--- config.mk ---
export PLATFORM = sky130hd
export DESIGN_NAME = spma_word_mod
export DESIGN_NICKNAME = d
export VERILOG_FILES = /design/src/design/spma_pkg.sv /design/src/design/spma_word_mod.sv
export SDC_FILE = /design/constraint.sdc
export NUM_CORES = 1
export LEC_CHECK = 0
export BUFFER_PORTS_ARGS = -buffer_cell sky130_fd_sc_hd__buf_4
export CAP_MARGIN = 20
export CORE_AREA = 3 3 40 42
export DETAILED_ROUTE_END_ITERATION = 10
export DIE_AREA = 0 0 43 45
export PLACE_DENSITY = 0.69
export SETUP_SLACK_MARGIN = 0.2
export SLEW_MARGIN = 20
export SYNTH_ARGS = -nofsm -noshare
export SYNTH_HDL_FRONTEND = slang
export SYNTH_SLANG_ARGS = --single-unit
--- constraint.sdc ---
create_clock -name i_clk -period 0.8 [get_ports i_clk]
set_clock_uncertainty 0.15 [all_clocks]
set_input_delay 0.04 -clock i_clk [delete_from_list [all_inputs] [get_ports i_clk]]
set_output_delay 0.04 -clock i_clk [all_outputs]
set_load 0.01 [all_outputs]
--- src/design/spma_pkg.sv ---
// Shared types, codes and sizing constants for the segmented protected memory port.
package spma_pkg;

    localparam int SEGMENTS_DEF     = 4;
    localparam int MEMORY_WORDS_DEF = 4096;
    localparam int MAX_SEGMENTS     = 4;

    localparam int ADDR_W      = 32;
    localparam int DATA_W      = 32;
    localparam int RANGE_W     = 64;
    localparam int MAP_BITS    = 15;
    localparam int OFFSET_BITS = 12;
    localparam int WORD_BITS   = ADDR_W - 2;
    localparam int CFG_IDX_W   = 3;

    // Attribute bit positions inside one segment's map field.
    localparam int ATTR_R_BIT = 12;
    localparam int ATTR_W_BIT = 13;
    localparam int ATTR_X_BIT = 14;

    // Configuration register indexes beyond the segment ranges.
    localparam logic [CFG_IDX_W-1:0] CFG_SEG_MAP = 3'd4;
    localparam logic [CFG_IDX_W-1:0] CFG_PROT    = 3'd5;

    localparam logic [1:0] FUNC_READ  = 2'd0;
    localparam logic [1:0] FUNC_WRITE = 2'd1;
    localparam logic [1:0] FUNC_FETCH = 2'd2;

    localparam logic [1:0] SIZE_BYTE = 2'd0;
    localparam logic [1:0] SIZE_HALF = 2'd1;
    localparam logic [1:0] SIZE_WORD = 2'd2;

    typedef struct packed {
        logic [1:0]        func;
        logic [1:0]        access_size;
        logic [ADDR_W-1:0] address;
        logic [DATA_W-1:0] write_data;
    } t_req;

    typedef struct packed {
        logic [DATA_W-1:0] read_data;
        logic              fault;
    } t_rsp;

    // Outcome of segment lookup and protection check for one transaction.
    typedef struct packed {
        logic                 fault;
        logic                 is_write;
        logic [1:0]           size;
        logic [1:0]           lane;
        logic [WORD_BITS-1:0] word;
    } t_dec;

    typedef enum logic [2:0] {
        ST_CLEAR,
        ST_IDLE,
        ST_DECODE,
        ST_MOD,
        ST_READ,
        ST_ACCESS
    } t_state;

endpackage

--- src/design/spma_word_mod.sv ---
// Reduces a physical word number modulo the memory depth.
module spma_word_mod #(
    parameter int MEMORY_WORDS = spma_pkg::MEMORY_WORDS_DEF,
    parameter int AW           = $clog2(MEMORY_WORDS)
) (
    input  logic                           i_clk,
    input  logic                           i_rst_n,
    input  logic                           i_start,
    input  logic [spma_pkg::WORD_BITS-1:0] i_value,
    output logic                           o_done,
    output logic [AW-1:0]                  o_index
);
    import spma_pkg::*;

    logic [AW-1:0] r_rem;
    logic          r_done;

    if ((MEMORY_WORDS & (MEMORY_WORDS - 1)) == 0) begin : g_pow2
        // Depth is a power of two: the remainder is the low bits.
        always_ff @(posedge i_clk) begin
            if (!i_rst_n) begin
                r_done <= 1'b0;
            end else begin
                r_done <= i_start;
            end
            if (i_start) begin
                r_rem <= i_value[AW-1:0];
            end
        end
    end else begin : g_recip
        // The quotient estimate, the value times floor(2^32 / depth) shifted down by 32,
        // is at most one below the true quotient because the value is below 2^30, so a
        // single compare and subtract finishes the remainder. Only the low bits of the
        // partial remainder are kept, since it is always below twice the depth.
        localparam logic [AW:0] DEPTH  = (AW+1)'(MEMORY_WORDS);
        localparam logic [31:0] RECIP  = 32'((64'd1 << 32) / MEMORY_WORDS);
        localparam int          PROD_W = WORD_BITS + 32;

        logic [WORD_BITS-1:0] r_val;
        logic [WORD_BITS-1:0] r_quot;
        logic [AW:0]          r_raw;
        logic                 r_s1;
        logic                 r_s2;
        logic                 r_s3;
        logic [PROD_W-1:0]    prod;

        assign prod = PROD_W'(r_val) * PROD_W'(RECIP);

        always_ff @(posedge i_clk) begin
            if (!i_rst_n) begin
                r_s1   <= 1'b0;
                r_s2   <= 1'b0;
                r_s3   <= 1'b0;
                r_done <= 1'b0;
            end else begin
                r_s1   <= i_start;
                r_s2   <= r_s1;
                r_s3   <= r_s2;
                r_done <= r_s3;
            end
            if (i_start) begin
                r_val <= i_value;
            end
            if (r_s1) begin
                r_quot <= prod[PROD_W-1:32];
            end
            if (r_s2) begin
                r_raw <= (AW+1)'(r_val) - (AW+1)'(r_quot) * DEPTH;
            end
            if (r_s3) begin
                r_rem <= (r_raw >= DEPTH) ? AW'(r_raw - DEPTH) : AW'(r_raw);
            end
        end
    end

    assign o_done  = r_done;
    assign o_index = r_rem;

endmodule

Word level (Yosys, flattened, before mapping)
Cells that the tools add are included.
- bits in registers: 13
- bits of input ports: 33
- output and inout bits: 13
- logic and storage cells: 2

Logic depth before layout (Yosys ltp)
Gate-level depths: netlist of run 1.
- depth after elaboration: 0
- mapped depth: 1

Least setup slack after synthesis of run 1
No wires, ideal clock.
- kind: reg-to-output
- from: register r_rem[0], in the netlist o_index[0]
- to: output o_index[0]
- data arrival time: 0.394 ns
- data required time: 0.610 ns
- path slack: 0.216 ns
- cell stages (with the launch flop): 1
- buffers on the path: 0
- path through: edfxtp_1
- RTL lines (what ; RTL line ; source):
    start, declared ; spma_word_mod.sv:15 ; logic [AW-1:0] r_rem;
    start signal, assigned ; spma_word_mod.sv:27 ; r_rem <= i_value[AW-1:0];
    end, declared ; spma_word_mod.sv:11 ; output logic [AW-1:0] o_index
No word-level cell between the ends.

Worst setup path in the final report of run 1
- from: register r_rem[9], in the netlist o_index[9]
- to: output o_index[9]
No word-level cell between the ends.

==> results_dict.tcl, run 1 <==
set metrics [dict create \
    critical_path_class "reg2out" \
    crit_slowest_cell "edfxtp_1" \
    dr_total_vias 243 \
    gp_congestion 0.578 \
    path_cells "buf_6" \
    rsz0062_at_grt "true" \
    fin_nets 79 \
    finalCritPeriodShare 1.22 \
    initial_core_util 0.301 \
    whs_ns -0.204 \
    cap_violations 0 \
    crit_fanout 1 \
    syn_area_um2 387 \
    finalMaxSlewViolations 0 \
    htreeDepth 1 \
    drcViolationCount 0 \
    drt_iter0_drc 11 \
    fmax_mhz 1030 \
    dp_slack_ns 0.0981 \
    die_y_um 45 \
    synthAdderAreaFrac 0 \
    synth-simple-area-share 0.0162 \
    syn_inst 14 \
    dieArea_um2 1940 \
    drive_above_1_share 0.689 \
    slew_headroom 0.895 \
    endpoint_kind "output pin" \
    setup_viol 13 \
    clk_pin_slew_ns 0.07 \
    grt_pass1_vias 258 \
    synth_compound_area_frac 0 \
    ir_drop_v 0.000900 \
    synth-seq-cells 13 \
    core_region_area_um2 1280 \
    cp_slowest_stage_delay_ns 0.39 \
    powerDensity_nw_per_um2 2060 \
    yosysUniqueCellTypes 3 \
    path_buf_inv 1 \
    crit_family "flip-flops" \
    ys_warn_count 0 \
    fillerInstances 122 \
    synth_mux_area_frac 0 \
    ys_seq_area_frac 0.984 \
    cp_num_cells 1 \
    syn-num-nets 47 \
    crit_arrival_ns 0.78 \
    synth.avg_cell_area_um2 27.6 \
    dieWidth_um 43 \
    dpl_cell_area_um2 608 \
    ff_latch_area_um2 382 \
    hold_class "in2reg" \
    antenna_found_initial 0 \
    status "complete, but fails checks" \
    cts_buffer_depth 2 \
    pin_count 46 \
    grt.total_usage 0.0765 \
    synth_top_family_by_area "simple AND/OR/NAND/NOR gates" \
    violations "negative hold slack, negative setup slack" \
    cts.sinks 13 \
    via_per_inst 4.05 \
    drt-total-wl_um 679 \
    post_cts_buffers 0 \
    finalHoldViolCount 25 \
    row_count 13 \
    min_period_ns 0.973 \
    antenna_cells 0 \
    multiInputGateArea_um2 6.26 \
    cts_tree "yes" \
    numCtsBuffers 3 \
    crit_required_ns 0.61 \
    portBuffers 27 \
    grt-ovfl-total 0 \
    fin_util 0.524 \
    cp-start-kind "register" \
    detail_route.first_pass.iterations 2 \
    grt_pass1_wl_um 1010 \
    syn2layout_area_growth_pct 74.1 \
    synthXorXnorAreaFrac 0 \
    hold-path-cell-count 1 \
    clockRootBuffer "clkbuf_4" \
    wl_per_cell_um 11.3 \
    postRouteAntennaNets 0 \
    p_leak_nw 0.286 \
    fin_ws_ns -0.173 \
    final_cell_area_um2 673 \
    worstMarginPinSlew_ns 0.157 \
    grt_max_degree 14 \
]
-- area by class of cell --
| class | count | share of cell area |
|---|---|---|
| timing repair buffer | 27 | 0.357 |
| multi-input combinational | 1 | 0.00929 |
| sequential | 13 | 0.567 |
| clock buffer | 4 | 0.0390 |
| tap | 15 | 0.0279 |
-- metal layers --
metal  vias to the layer above  global-route usage  wire, um
met3                         0              0.0438       111
met1                       108              0.0793       211
met5                         -                   0         0
met4                         0              0.0542         0
li1                        117                   -         -
met2                        18               0.117       356
-- state kept, by name, indices dropped and copies added, names as in the netlist --
signal / count
o_index: 12
o_done: 1
-- path summary, 6_finish.rpt --
kind                        from          to  slack, ns
worst min-delay path  i_value[5]  o_index[5]      -0.20
worst max-delay path  o_index[9]  o_index[9]      -0.17
-- layout by cell type, fill, tap and decap left out, drive strengths merged --
cell    netlist  layout
dfxtp         1       1
and2          1       1
buf           0      27
clkbuf        0       4
edfxtp       12      12
-- power breakdown --
part	switching, mW	internal, mW	total (mW)
clock	0.188	0.193	0.380
sequential	0.0191	0.800	0.819
combinational	0.0624	0.124	0.187
total	0.269	1.12	1.39
-- repair_timing --
item / in CTS / in global routing
gates resized for setup: 5 / 6
endpoints found under the setup margin: 13 / 13
hold endpoints to repair: 25 / 25
pin swaps: 0 / 0
cloned: 0 / 0
-- Yosys cell counts --
cell	count	area, um^2
and2_1	1	6.26
dfxtp_1	1	20.0
edfxtp_1	12	360
-- per-stage QoR --
stage	TNS (ns)	total power [mW]	std cells
finish	-2.07	1.39	60
global route	-2.63	1.46	60
CTS	-2.35	1.41	60
detailed placement	0	0.996	56
global placement	0	0.991	56
floorplan	0	0.859	14
-- kinds of logic (layout without fill, tap and decap cells) --
| logic type | after synthesis | count (layout) |
|---|---|---|
| AND/OR/NAND/NOR | 1 | 1 |
| flip-flops | 13 | 13 |
| buffers and inverters | 0 | 31 |
Note: power is estimated with default switching activity, not from simulation.
==> inputs of run 2 (changes only) <==
- PLACE_DENSITY: 0.69 -> 0.72
- SKIP_CTS_REPAIR_TIMING: default -> 1
==> run 2 against run 1 <==
- the flow still finishes with violations (negative hold slack, negative setup slack)
- total power grew 0.34%
- sequential power hardly changed
- clock power about the same
- utilization is 0.29 points higher
- maximum frequency fell by 0.49%
- largest cell class unchanged
==> results_dict.tcl, run 2 (synthesis gave the netlist of run 1 again) <==
set metrics [dict create \
    status "complete, but fails checks" \
    violations "negative hold slack, negative setup slack" \
    finalCritPeriodShare 1.22 \
    grt_max_degree 14 \
    final_cell_mix "buf_4 (16), edfxtp_1 (12), buf_6 (11)" \
    drt_iter0_drc 7 \
    fin_ws_ns -0.178 \
    grt_pass1_wl_um 1100 \
    cts_buffer_depth 2 \
    power_frac_seq 0.590 \
    grt_use_met2 0.144 \
    met1_usage 0.0773 \
    finalHoldViolCount 25 \
    initial_core_util 0.301 \
    cts_tree "yes" \
    drive_above_1_share 0.689 \
    cap_violations 0 \
    syn2layout_area_growth_pct 75.1 \
    die_y_um 45 \
    ir_drop_v 0.000800 \
    crit_family "flip-flops" \
    min_period_ns 0.978 \
    numCtsBuffers 3 \
    dieWidth_um 43 \
    crit_fanout 1 \
    gp_congestion 0.532 \
    finalMaxSlewViolations 0 \
    crit_slowest_cell "edfxtp_1" \
    htreeDepth 1 \
    clockPowerShare 0.273 \
    postRouteAntennaNets 0 \
    fin_nets 79 \
    largest_reg_flops 12 \
    core_region_area_um2 1280 \
    via_per_inst 3.90 \
    fin_util 0.527 \
    slew_headroom 0.893 \
    pin_count 46 \
    grtUsageMet3 0.0199 \
    dr_total_vias 234 \
    cp-start-kind "register" \
    fillerInstances 106 \
    wl_per_cell_um 12.8 \
    p_comb_frac 0.137 \
    powerDensity_nw_per_um2 2050 \
    switchingPower_mw 0.271 \
    worstMarginPinSlew_ns 0.160 \
    drt-total-wl_um 767 \
    fmax_mhz 1020 \
    antenna_cells 0 \
    p_int_mw 1.12 \
    rsz0062_at_grt "true" \
    dieArea_um2 1940 \
    grt-ovfl-total 0 \
    path_buf_inv 1 \
    hold_class "in2reg" \
    detail_route.first_pass.iterations 2 \
    grt_pass1_vias 259 \
    antenna_found_initial 0 \
    final_common_cell "buf_4" \
    sw_frac_of_total 0.195 \
    drcViolationCount 0 \
    fin_setup_tns_ns -2.08 \
    whs_ns -0.204 \
    setup_viol 13 \
    busiest_layer "met2" \
    crit_arrival_ns 0.79 \
    portBuffers 27 \
    crit_required_ns 0.61 \
    row_count 13 \
    critical_path_class "reg2out" \
    cts.sinks 13 \
    endpoint_kind "output pin" \
    clockRootBuffer "clkbuf_4" \
    path_cells "buf_6" \
    grt.total_usage 0.0835 \
    cp_slowest_stage_delay_ns 0.39 \
    p_leak_nw 0.287 \
    clk_pin_slew_ns 0.08 \
]
-- run 2: cell counts in the layout (fill, tap and decap cells not counted) --
No cell type changed its count.
-- run 2: stage by stage --
step	hold WS (ns)	power, mW	worst slack (ns)	area (um^2)	cells
after floorplan	-0.0111	0.859	0.216	387	14
after global placement	0.0689	0.990	0.121	608	56
after detailed placement	0.0695	0.996	0.104	608	56
after CTS	-0.210	1.37	-0.196	634	60
after global routing	-0.225	1.46	-0.229	677	60
final	-0.204	1.39	-0.178	677	60
-- run 2: power groups by stage --
stage	Clock, mW	Sequential (mW)	Combinational (mW)
after CTS	0.389	0.813	0.169
final	0.380	0.820	0.190
after global routing	0.434	0.827	0.199
after detailed placement	0	0.828	0.167
after global placement	0	0.825	0.165
after floorplan	0	0.857	0.00160
-- run 2: layout make-up --
type / instances / area [um^2] / share of cell area
multi-input cells: 1 / 6.26 / 0.00924
well taps: 15 / 18.8 / 0.0277
repair buffers: 27 / 244 / 0.360
clock buffers: 4 / 26.3 / 0.0388
flip-flops and latches: 13 / 382 / 0.564
-- run 2: path summary, 6_finish.rpt --
kind                  startpoint         end  slack (ns)  cells past startpoint
worst max-delay path  o_index[1]  o_index[1]       -0.18                      1
worst min-delay path  i_value[8]  o_index[8]       -0.20                      1
-- run 2: routing by layer --
layer,up-vias,part of all wire
met5,-,0
li1,117,-
met3,0,0.053
met1,107,0.33
met4,0,0
met2,10,0.61
