## src/design/spma_pkg.sv

```systemverilog
// Shared types, codes and sizing constants for the segmented protected memory port.
package spma_pkg;

    localparam int SEGMENTS_DEF     = 4;
    localparam int MEMORY_WORDS_DEF = 4096;
    localparam int MAX_SEGMENTS     = 4;

    localparam int ADDR_W      = 32;
    localparam int DATA_W      = 32;
    localparam int RANGE_W     = 64;
    localparam int MAP_BITS    = 15;
    localparam int OFFSET_BITS = 12;
    localparam int WORD_BITS   = ADDR_W - 2;
    localparam int CFG_IDX_W   = 3;

    // Attribute bit positions inside one segment's map field.
    localparam int ATTR_R_BIT = 12;
    localparam int ATTR_W_BIT = 13;
    localparam int ATTR_X_BIT = 14;

    // Configuration register indexes beyond the segment ranges.
    localparam logic [CFG_IDX_W-1:0] CFG_SEG_MAP = 3'd4;
    localparam logic [CFG_IDX_W-1:0] CFG_PROT    = 3'd5;

    localparam logic [1:0] FUNC_READ  = 2'd0;
    localparam logic [1:0] FUNC_WRITE = 2'd1;
    localparam logic [1:0] FUNC_FETCH = 2'd2;

    localparam logic [1:0] SIZE_BYTE = 2'd0;
    localparam logic [1:0] SIZE_HALF = 2'd1;
    localparam logic [1:0] SIZE_WORD = 2'd2;

    typedef struct packed {
        logic [1:0]        func;
        logic [1:0]        access_size;
        logic [ADDR_W-1:0] address;
        logic [DATA_W-1:0] write_data;
    } t_req;

    typedef struct packed {
        logic [DATA_W-1:0] read_data;
        logic              fault;
    } t_rsp;

    // Outcome of segment lookup and protection check for one transaction.
    typedef struct packed {
        logic                 fault;
        logic                 is_write;
        logic [1:0]           size;
        logic [1:0]           lane;
        logic [WORD_BITS-1:0] word;
    } t_dec;

    typedef enum logic [2:0] {
        ST_CLEAR,
        ST_IDLE,
        ST_DECODE,
        ST_MOD,
        ST_READ,
        ST_ACCESS
    } t_state;

endpackage

```

## src/design/spma_decode.sv

```systemverilog
// Segment lookup, permission check and physical byte address formation.
module spma_decode #(
    parameter int SEGMENTS = spma_pkg::SEGMENTS_DEF
) (
    input  spma_pkg::t_req                                      i_req,
    input  logic [SEGMENTS-1:0][spma_pkg::RANGE_W-1:0]          i_seg_range,
    input  logic [SEGMENTS*spma_pkg::MAP_BITS-1:0]              i_seg_map,
    input  logic                                                i_prot,
    output spma_pkg::t_dec                                      o_dec
);
    import spma_pkg::*;

    logic [SEGMENTS-1:0]             seg_hit;
    logic [SEGMENTS-1:0][ADDR_W-1:0] seg_off;
    logic                            hit;
    logic [ADDR_W-1:0]               sel_off;
    logic [MAP_BITS-1:0]             sel_map;
    logic                            perm;
    logic [ADDR_W-1:0]               phys;
    logic [1:0]                      size_n;

    // Every segment is compared in parallel; the lowest hit wins below.
    for (genvar g = 0; g < SEGMENTS; g++) begin : g_seg
        logic [ADDR_W-1:0] base;
        logic [ADDR_W-1:0] span;
        assign base       = i_seg_range[g][ADDR_W-1:0];
        assign span       = i_seg_range[g][RANGE_W-1:ADDR_W];
        assign seg_off[g] = i_req.address - base;
        assign seg_hit[g] = (i_req.address >= base) && (seg_off[g] < span);
    end

    always_comb begin
        hit     = 1'b0;
        sel_off = '0;
        sel_map = '0;
        for (int i = SEGMENTS - 1; i >= 0; i--) begin
            if (seg_hit[i]) begin
                hit     = 1'b1;
                sel_off = seg_off[i];
                sel_map = i_seg_map[i*MAP_BITS +: MAP_BITS];
            end
        end
    end

    always_comb begin
        unique case (i_req.func)
            FUNC_READ:  perm = sel_map[ATTR_R_BIT];
            FUNC_WRITE: perm = sel_map[ATTR_W_BIT];
            FUNC_FETCH: perm = sel_map[ATTR_R_BIT] & sel_map[ATTR_X_BIT];
            default:    perm = 1'b0;
        endcase
    end

    // A fetch is always a byte; the unused size code behaves as a word.
    always_comb begin
        if (i_req.func == FUNC_FETCH) begin
            size_n = SIZE_BYTE;
        end else if (i_req.access_size == SIZE_BYTE || i_req.access_size == SIZE_HALF) begin
            size_n = i_req.access_size;
        end else begin
            size_n = SIZE_WORD;
        end
    end

    assign phys = ADDR_W'({sel_map[OFFSET_BITS-1:0], 2'b00}) + sel_off;

    always_comb begin
        o_dec.fault    = (i_req.func != FUNC_READ && i_req.func != FUNC_WRITE
                          && i_req.func != FUNC_FETCH) || !hit || (i_prot && !perm);
        o_dec.is_write = (i_req.func == FUNC_WRITE);
        o_dec.size     = size_n;
        o_dec.lane     = phys[1:0];
        o_dec.word     = phys[ADDR_W-1:2];
    end

endmodule

```

## config.mk

```make
export PLATFORM = sky130hd
export DESIGN_NAME = spma_decode
export DESIGN_NICKNAME = d
export VERILOG_FILES = /design/src/design/spma_pkg.sv /design/src/design/spma_decode.sv
export SDC_FILE = /design/constraint.sdc
export NUM_CORES = 1
export LEC_CHECK = 0
export BUFFER_PORTS_ARGS = -buffer_cell sky130_fd_sc_hd__buf_2
export CORE_ASPECT_RATIO = 2
export CORE_MARGIN = 2
export CORE_UTILIZATION = 30
export DETAILED_ROUTE_END_ITERATION = 10
export PLACE_DENSITY = 0.61
export SLEW_MARGIN = 20
export SYNTH_ARGS = -nofsm -noshare
export SYNTH_HDL_FRONTEND = slang
export SYNTH_SLANG_ARGS = --single-unit
```

## constraint.sdc

```tcl
create_clock -name vclk -period 35.7
set_input_delay 7.14 -clock vclk [all_inputs]
set_output_delay 7.14 -clock vclk [all_outputs]
set_load 0.01 [all_outputs]
```

Word-level counts from Yosys, hierarchy flattened. Cells that the tools add are included.

Add/subtract/negate cells: 5. $lt $le $gt $ge: 8. Eq/ne operators: 5. Multiplexer cells: 15. Bitwise logic cells: 1. Reductions and logical operators: 15.

Operator list (number): >= comparator 32 bit (4); less-than comparator 32 bit (4); two-way mux 32 bit (4); subtractor 32 bit (4); two-way mux 15 bit (4); adder 14 x 32 -> 32 bit (1); logical AND 1 bit (7); == test 2 x 1 -> 1 bit, second input constant (2); logical NOT 2 bit (2); two-way mux 1 bit (4); two-way mux 2 bit (2); logical OR 1 bit (3); case mux 1 bit (3 select lines) (1); == test 2 bit, second input constant (1); logical NOT 1 bit (2); != test 2 x 1 -> 1 bit, second input constant (1); != test 2 bit, second input constant (1); nonzero test 2 bit (1); AND 1 bit (1).

Bits in registers: 0.

Longest topological paths before layout. Gate-level depths: netlist (run 1).

Word-level depth: 12. Mapped depth: 42. Depth with buffers taken out: 38.

Worst setup path after synthesis (run 1). Ideal clock, no wire load.

Path kind: input -> output. Start: input port i_req[32] (netlist name). End: output port o_dec[24] (netlist name). Arrival: 14.714 ns. Required time: 28.560 ns. Path slack: 13.846 ns. Stages: 41. Buffers on the path: 4. Cell sequence: inv_1 ha_1 inv_1 fa_1 a211oi_2 nor4_1 nor2_1 o21a_1 a21oi_1 or2_2 a21oi_1 xnor2_1 ha_1 nand4_1 or4_1 nor3_1 a211oi_2 and2_4 (+5 left out) a22oi_1 a211oi_1 a21o_1 ha_1 inv_1 fa_1 nor2b_1 o21ai_0 a21boi_0 o21ai_0 a21boi_0 o21ai_0 a21oi_1 o41ai_1 nor2_1 nand4b_1 a2111oi_2 xor2_1.

RTL lines: start, declared (line spma_decode.sv:5) `input spma_pkg::t_req i_req,`; end, declared (line spma_decode.sv:9) `output spma_pkg::t_dec o_dec`.

==> reports/summary.log, run 1 <==
INFO  status         status=finished, final reports clean
INFO  timing         worst_slew_slack_as_a_fraction_of_its_limit=36.1%
INFO  timing         max_slew.worst_pin.slew=0.953ns
INFO  route          first_iter_violations=926
INFO  timing         timing.final.max_slew_violations=0
INFO  yosys          yosysWarningCount=0
INFO  route          totalWireLength=61.2mm
INFO  floorplan      die_h=297µm
INFO  global_route   initial_antenna_violation_count=5
INFO  yosys          yosysUniqueCellTypes=79
INFO  placement      gp_congestion=0.943
INFO  clock_tree     gates_resized_cts_repair=0
INFO  timing         post-route-min-period=23.94ns
INFO  setup_path     cp_num_buf_inv=4
INFO  cells_and_area final-seq-area=0µm²
INFO  yosys          synthesis.area=12900µm²
INFO  yosys          post_synth_inst_count=1962
INFO  power_and_ir_drop p_sw=0.301mW
INFO  timing         timing.final.hold_violations=0
INFO  floorplan      fp.dieArea=44800µm²
INFO  yosys          postSynthAreaPerCell=6.58µm²
INFO  cells_and_area area_delta_synth_final=18.8%
INFO  placement      detailed_place_hpwl=55.0mm
INFO  placement      port_buffers=389
INFO  timing         worst_slack=11.76ns
INFO  cells_and_area clock_buffer_count=0
INFO  cells_and_area n_sequential_cell=0
INFO  global_route   overflow=0
INFO  power_and_ir_drop cellLeakagePower=8.09nW
INFO  cells_and_area final_core_utilization=36.0%
INFO  cells_and_area layout-drive-gt1-share=19.0%
INFO  route          via_count=15674
INFO  floorplan      floorplan.core_area=42600µm²
INFO  power_and_ir_drop intPower=0.190mW
INFO  placement      dpl-instance-area=15300µm²
INFO  floorplan      placement_rows=107
INFO  timing         whs=14.54ns
INFO  power_and_ir_drop share_seq_of_total_power=0%
INFO  timing         achievable_frequency=41.8MHz
INFO  power_and_ir_drop pwr-share-clk=0%
INFO  floorplan      initial_core_util=30.3%
INFO  flow_run       maxCapViolations=0
INFO  timing         final-setup-viol-count=0
INFO  setup_path     worst_path_largest_cell_delay=0.58ns
INFO  global_route   grt_start_max_net_pins=54
INFO  timing         layout_worst_path_cycle_share=67.1%
INFO  power_and_ir_drop combinationalPowerShare=100.0%
INFO  setup_path     critical_path_start_type=input port
INFO  floorplan      pin_count=421
INFO  setup_path     timing_worst_setup_path_type=input port to output pin
INFO  setup_path     cp_max_fo=49
INFO  yosys          yosysSeqAreaShare=0%
INFO  floorplan      die-width=151µm
INFO  setup_path     critPathRequiredTime=28.56ns
INFO  global_route   wire_length_of_the_first_global_routing_pass=88.4mm
INFO  clock_tree     post_cts_setup_repair_bufs=0
INFO  timing         setup_tns=0ns
INFO  timing         setup_repair_after_global_routing_missed_its_margin=false
INFO  setup_path     cp.arrival=16.80ns
INFO  route          drc_errors=0
INFO  route          route.detailed.vias_per_inst=5.52
INFO  cells_and_area fin_nets=2949
INFO  yosys          syn-num-nets=2616
INFO  cells_and_area stdcell_area=15300µm²
INFO  power_and_ir_drop maximum_vdd_drop=25.3µV
INFO  clock_tree     cts_hold_buf=0
INFO  power_and_ir_drop netSwitchingFraction=61.3%
INFO  power_and_ir_drop powerDensity=32.0nW/µm²
INFO  route          firstDrtPassIters=7
INFO  placement      pre_cts_slack=11.81ns
INFO  hold_path      worst_hold_path_type=input port to output pin
INFO  route          route.antenna.remaining_nets=0
INFO  setup_path     timing.critical_path.to_type=output pin
INFO  setup_path     slowest_stage=or4_1
INFO  setup_path     cpLargestDelayFamily=compound AO/OA/AOI/OAI gates
INFO  global_route   grt_usage=26.0%
INFO  route          wire_per_inst=21.5µm
INFO  global_route   grt_pass1_vias=15689
-- tightest hold or removal path: stages --
cell and delay, ns:
buf_2 0.09, nor3b_1 0.04, buf_2 0.13
-- per-layer routing --
metal / global-route usage, % / vias up / part of all wire, %
li1: - / 7753 / -
met1: 25.7 / 7096 / 34
met3: 1.18 / 180 / 4.2
met2: 50.2 / 639 / 52
met5: 0 / - / 0.065
met4: 17.8 / 6 / 8.9
-- kinds of logic (layout without fill, tap and decap cells) --
| group | Yosys count | count (layout) | share of synthesized area (%) |
|---|---|---|---|
| AOI/OAI and AO/OA | 652 | 652 | 33.2 |
| and+or+nand+nor | 545 | 545 | 20.4 |
| buffers and inverters | 359 | 690 | 10.7 |
| adders and majority gates | 269 | 269 | 26.4 |
| xor gates and xnor gates | 133 | 133 | 9.02 |
| muxes | 4 | 4 | 0.310 |
| other | 0 | 4 | 0 |
-- placed cells by master (no fill, tap or decap), types with 10 or more instances in the layout --
master	count
a21o_1	57
nor2_1	125
nand2b_1	21
a221oi_1	16
a21boi_0	12
nand2_1	173
a22oi_1	10
inv_1	296
a21oi_1	188
ha_1	264
a221o_1	21
nor3_1	36
nand3_1	45
o21bai_1	18
a31oi_1	25
o21ai_0	129
a211oi_1	29
buf_2	389
xor2_1	42
and3_1	14
o21a_1	21
o211ai_1	28
nor2b_1	21
nand4_1	46
a211o_1	11
nor4_1	11
xnor2_1	91
-- stage by stage --
stage                     instances  power, mW
after floorplan                1962      0.318
after global placement         2838      0.480
after detailed placement       2838      0.488
after CTS                      2838      0.492
after global routing           2840      0.539
final                          2842      0.491
-- area by class of cell --
| type | count | area, µm² |
|---|---|---|
| Multi-Input combinational cell | 1603 | 11500 |
| Inverter | 296 | 1110 |
| Fill cell | 4739 | 27200 |
| Timing Repair Buffer | 394 | 1980 |
| Antenna cell | 4 | 10.0 |
| Tap cell | 545 | 682 |
-- power groups by stage --
stage | sequential (mW) | combinational [mW] | clock, mW
final | 0 | 0.491 | 0.0000000150
after global routing | 0 | 0.539 | 0.00000000751
after CTS | 0 | 0.492 | 0
after detailed placement | 0 | 0.488 | 0
after global placement | 0 | 0.480 | 0
after floorplan | 0 | 0.318 | 0
-- worst paths after layout --
check  startpoint   endpoint  slack [ns]  cells after the start
max     i_req[34]  o_dec[24]       11.76                     37
min     i_req[65]  o_dec[32]       14.54                      3
-- cells in the mapped netlist (8+ instances only) --
| cell type | number | area (µm²) |
|---|---|---|
| clkbuf_1 | 46 | 173 |
| nor4_1 | 11 | 68.8 |
| xnor2_1 | 91 | 797 |
| or3_1 | 9 | 56.3 |
| ha_1 | 264 | 3300 |
| nand2_1 | 174 | 653 |
| o21bai_1 | 18 | 135 |
| a211o_1 | 11 | 96.3 |
| a22oi_1 | 10 | 75.1 |
| nand3_1 | 45 | 225 |
| nor3_1 | 36 | 180 |
| and3_1 | 14 | 87.6 |
| nor2_1 | 126 | 473 |
| a221oi_1 | 16 | 140 |
| and2_1 | 9 | 56.3 |
| nand4_1 | 46 | 288 |
| a21boi_0 | 12 | 90.1 |
| a211oi_1 | 29 | 218 |
| a31oi_1 | 25 | 156 |
| o22ai_1 | 8 | 50.1 |
| nor2b_1 | 21 | 131 |
| o21ai_0 | 129 | 646 |
| nand2b_1 | 21 | 131 |
| a221o_1 | 21 | 210 |
| o21a_1 | 21 | 158 |
| a21o_1 | 57 | 428 |
| xor2_1 | 42 | 368 |
| buf_2 | 10 | 50.1 |
| a21oi_1 | 188 | 941 |
| o211ai_1 | 28 | 210 |
| inv_1 | 296 | 1110 |
(Power assumes the default switching activity.)
==> inputs of run 2 (changes only) <==
PLACE_DENSITY = 0.63   (was 0.61)
clock period = 21.6 ns   (was 35.7 ns; I/O delays follow)
==> run 2 against run 1 <==
Against the previous run: flip-flop and latch count unchanged; combinational power increased by 66%; power increased by 66%; via count increased by 0.24%; die area unchanged.
==> reports/summary.log, run 2 (synthesized netlist as in run 1, its figures left out) <==
INFO  floorplan      die_h=297µm [unchanged]
INFO  floorplan      die-width=151µm [unchanged]
INFO  power_and_ir_drop powerDensity=53.2nW/µm² [+66%]
INFO  timing         setup_tns=0ns [unchanged]
INFO  floorplan      pin_count=421 [unchanged]
INFO  global_route   grt_usage=25.9% [-0.071 points]
INFO  setup_path     critPathRequiredTime=17.28ns [-11.28 ns]
INFO  cells_and_area area_occupied_by_multi_input_gates=11500µm² [unchanged]
INFO  setup_path     crit_end=o_dec[21]
INFO  setup_path     critical_path_start_type=input port
INFO  timing         achievable_frequency=54.4MHz
INFO  timing         timing.final.hold_violations=0 [unchanged]
INFO  clock_tree     gates_resized_cts_repair=0 [unchanged]
INFO  cells_and_area n_sequential_cell=0 [unchanged]
INFO  placement      port_buffers=389 [unchanged]
INFO  setup_path     timing_worst_setup_path_type=input port to output pin
INFO  floorplan      placement_rows=107 [unchanged]
INFO  power_and_ir_drop cellLeakagePower=8.09nW [about the same]
INFO  cells_and_area fin_cells=2845 [+0.11%]
INFO  clock_tree     cts_hold_buf=0 [unchanged]
INFO  setup_path     crit_cells=38 [+2.7%]
INFO  placement      detailed_place_hpwl=55.0mm [-0.16%]
INFO  cells_and_area area_delta_synth_final=18.9% [about the same]
INFO  timing         worst_slew_slack_as_a_fraction_of_its_limit=30.7% [-5.4 points]
INFO  placement      gp_congestion=0.962 [+2.0%]
INFO  route          wire_per_inst=21.4µm [-0.41%]
INFO  clock_tree     post_cts_setup_repair_bufs=0 [unchanged]
INFO  cells_and_area stdcell_area=15300µm² [about the same]
INFO  route          totalWireLength=61.0mm [-0.30%]
INFO  route          first_iter_violations=961 [+3.8%]
INFO  setup_path     cpLargestDelayFamily=simple AND/OR/NAND/NOR gates
INFO  cells_and_area final-seq-area=0µm² [unchanged]
INFO  timing         final-setup-viol-count=0 [unchanged]
INFO  floorplan      floorplan.core_area=42600µm² [unchanged]
INFO  setup_path     timing.critical_path.to_type=output pin
INFO  status         status=finished, final reports clean
INFO  setup_path     cp_max_fo=49 [unchanged]
INFO  route          route.detailed.vias_per_inst=5.52 [+0.14%]
INFO  cells_and_area final_cell_mix=buf_2, inv_1, ha_1
INFO  power_and_ir_drop maximum_vdd_drop=39.2µV [+55%]
INFO  timing         setup_repair_after_global_routing_missed_its_margin=false
INFO  setup_path     critical_path.startpoint=i_req[32]
INFO  cells_and_area layout.cells.most_common=buf_2
INFO  global_route   initial_antenna_violation_count=4 [-1]
INFO  floorplan      fp.dieArea=44800µm² [unchanged]
INFO  global_route   grt_start_max_net_pins=53 [-1.9%]
INFO  placement      dpl-instance-area=15300µm² [unchanged]
INFO  route          firstDrtPassIters=6 [-1]
INFO  timing         whs=8.89ns [-5.64 ns]
INFO  timing         timing.final.max_slew_violations=0 [unchanged]
INFO  cells_and_area fin_nets=2949 [unchanged]
INFO  flow_run       maxCapViolations=0 [unchanged]
INFO  cells_and_area fillerInstances=4707 [-0.68%]
INFO  global_route   overflow=0 [unchanged]
INFO  floorplan      initial_core_util=30.3% [unchanged]
INFO  hold_path      worst_hold_path_type=input port to output pin
INFO  placement      post-place-cells=2838 [unchanged]
INFO  setup_path     cp.arrival=14.05ns [-2.75 ns]
INFO  setup_path     slowest_stage=nor4_1
INFO  power_and_ir_drop total_power=0.816mW [+66%]
INFO  cells_and_area layout-drive-gt1-share=19.0% [unchanged]
INFO  global_route   grt_pass1_vias=15807 [+0.75%]
INFO  global_route   wire_length_of_the_first_global_routing_pass=88.2mm [-0.15%]
INFO  route          drc_errors=0 [unchanged]
INFO  timing         layout_worst_path_cycle_share=85.1%
INFO  timing         post-route-min-period=18.37ns
INFO  timing         max_slew.worst_pin.slew=1.03ns [+0.0800 ns]
INFO  route          route.antenna.remaining_nets=0 [unchanged]
INFO  setup_path     worst_path_largest_cell_delay=0.68ns [+0.10 ns]
INFO  cells_and_area clock_buffer_count=0 [unchanged]
INFO  route          via_count=15712 [+0.24%]
INFO  setup_path     cp_num_buf_inv=5 [+1]
## run 2: cell count changes in the layout (fill, tap and decap cells not counted)
cell,previous run,this run
diode_2,4,7
## run 2: through the flow
| stage | utilization [%] | setup WS (ns) |
|---|---|---|
| 2_1_floorplan | - | 5.39 |
| 3_3_place_gp | 36.0 | 3.53 |
| 3_5_place_dp | 36.0 | 3.40 |
| 4_1_cts | 36.0 | 3.37 |
| 5_1_grt | 36.0 | 2.48 |
| 6_report | 36.0 | 3.23 |
## run 2: cell type report
| cell class | instances | share of cell area [%] |
|---|---|---|
| Multi-Input combinational cell | 1603 | 75.3 |
| Timing Repair Buffer | 394 | 12.9 |
| Inverter | 296 | 7.24 |
| Tap cell | 545 | 4.44 |
| Antenna cell | 7 | 0.114 |
## run 2: tightest hold or removal path, stage by stage
cell and delay (ns):
buf_2 0.09, nor3b_1 0.04, buf_2 0.13
## run 2: worst min path at each step
stage | cells after the start | slack [ns] | start | endpoint
final | 3 | 8.89 | i_req[65] | o_dec[32]
after global routing | 3 | 8.92 | i_req[67] | o_dec[34]
after CTS | 3 | 8.89 | i_req[65] | o_dec[32]
after detailed placement | 3 | 8.89 | i_req[65] | o_dec[32]
after global placement | 3 | 8.89 | i_req[65] | o_dec[32]
after floorplan | 1 | 8.69 | i_req[67] | o_dec[34]
## run 2: power breakdown
group	leakage, nW	total (mW)	internal [mW]	switching [mW]
clock network	0.0000444	0.0000000435	0.0000000435	0
logic	8.09	0.816	0.314	0.502
registers	0	0	0	0
## run 2: routing by layer
layer | global-route usage [%] | vias to the layer above | wire length [µm]
met1 | 25.6 | 7113 | 20900
met4 | 21.3 | 0 | 6340
li1 | - | 7758 | -
met5 | 0 | - | 0
met3 | 1.21 | 191 | 2780
met2 | 48.4 | 650 | 31000
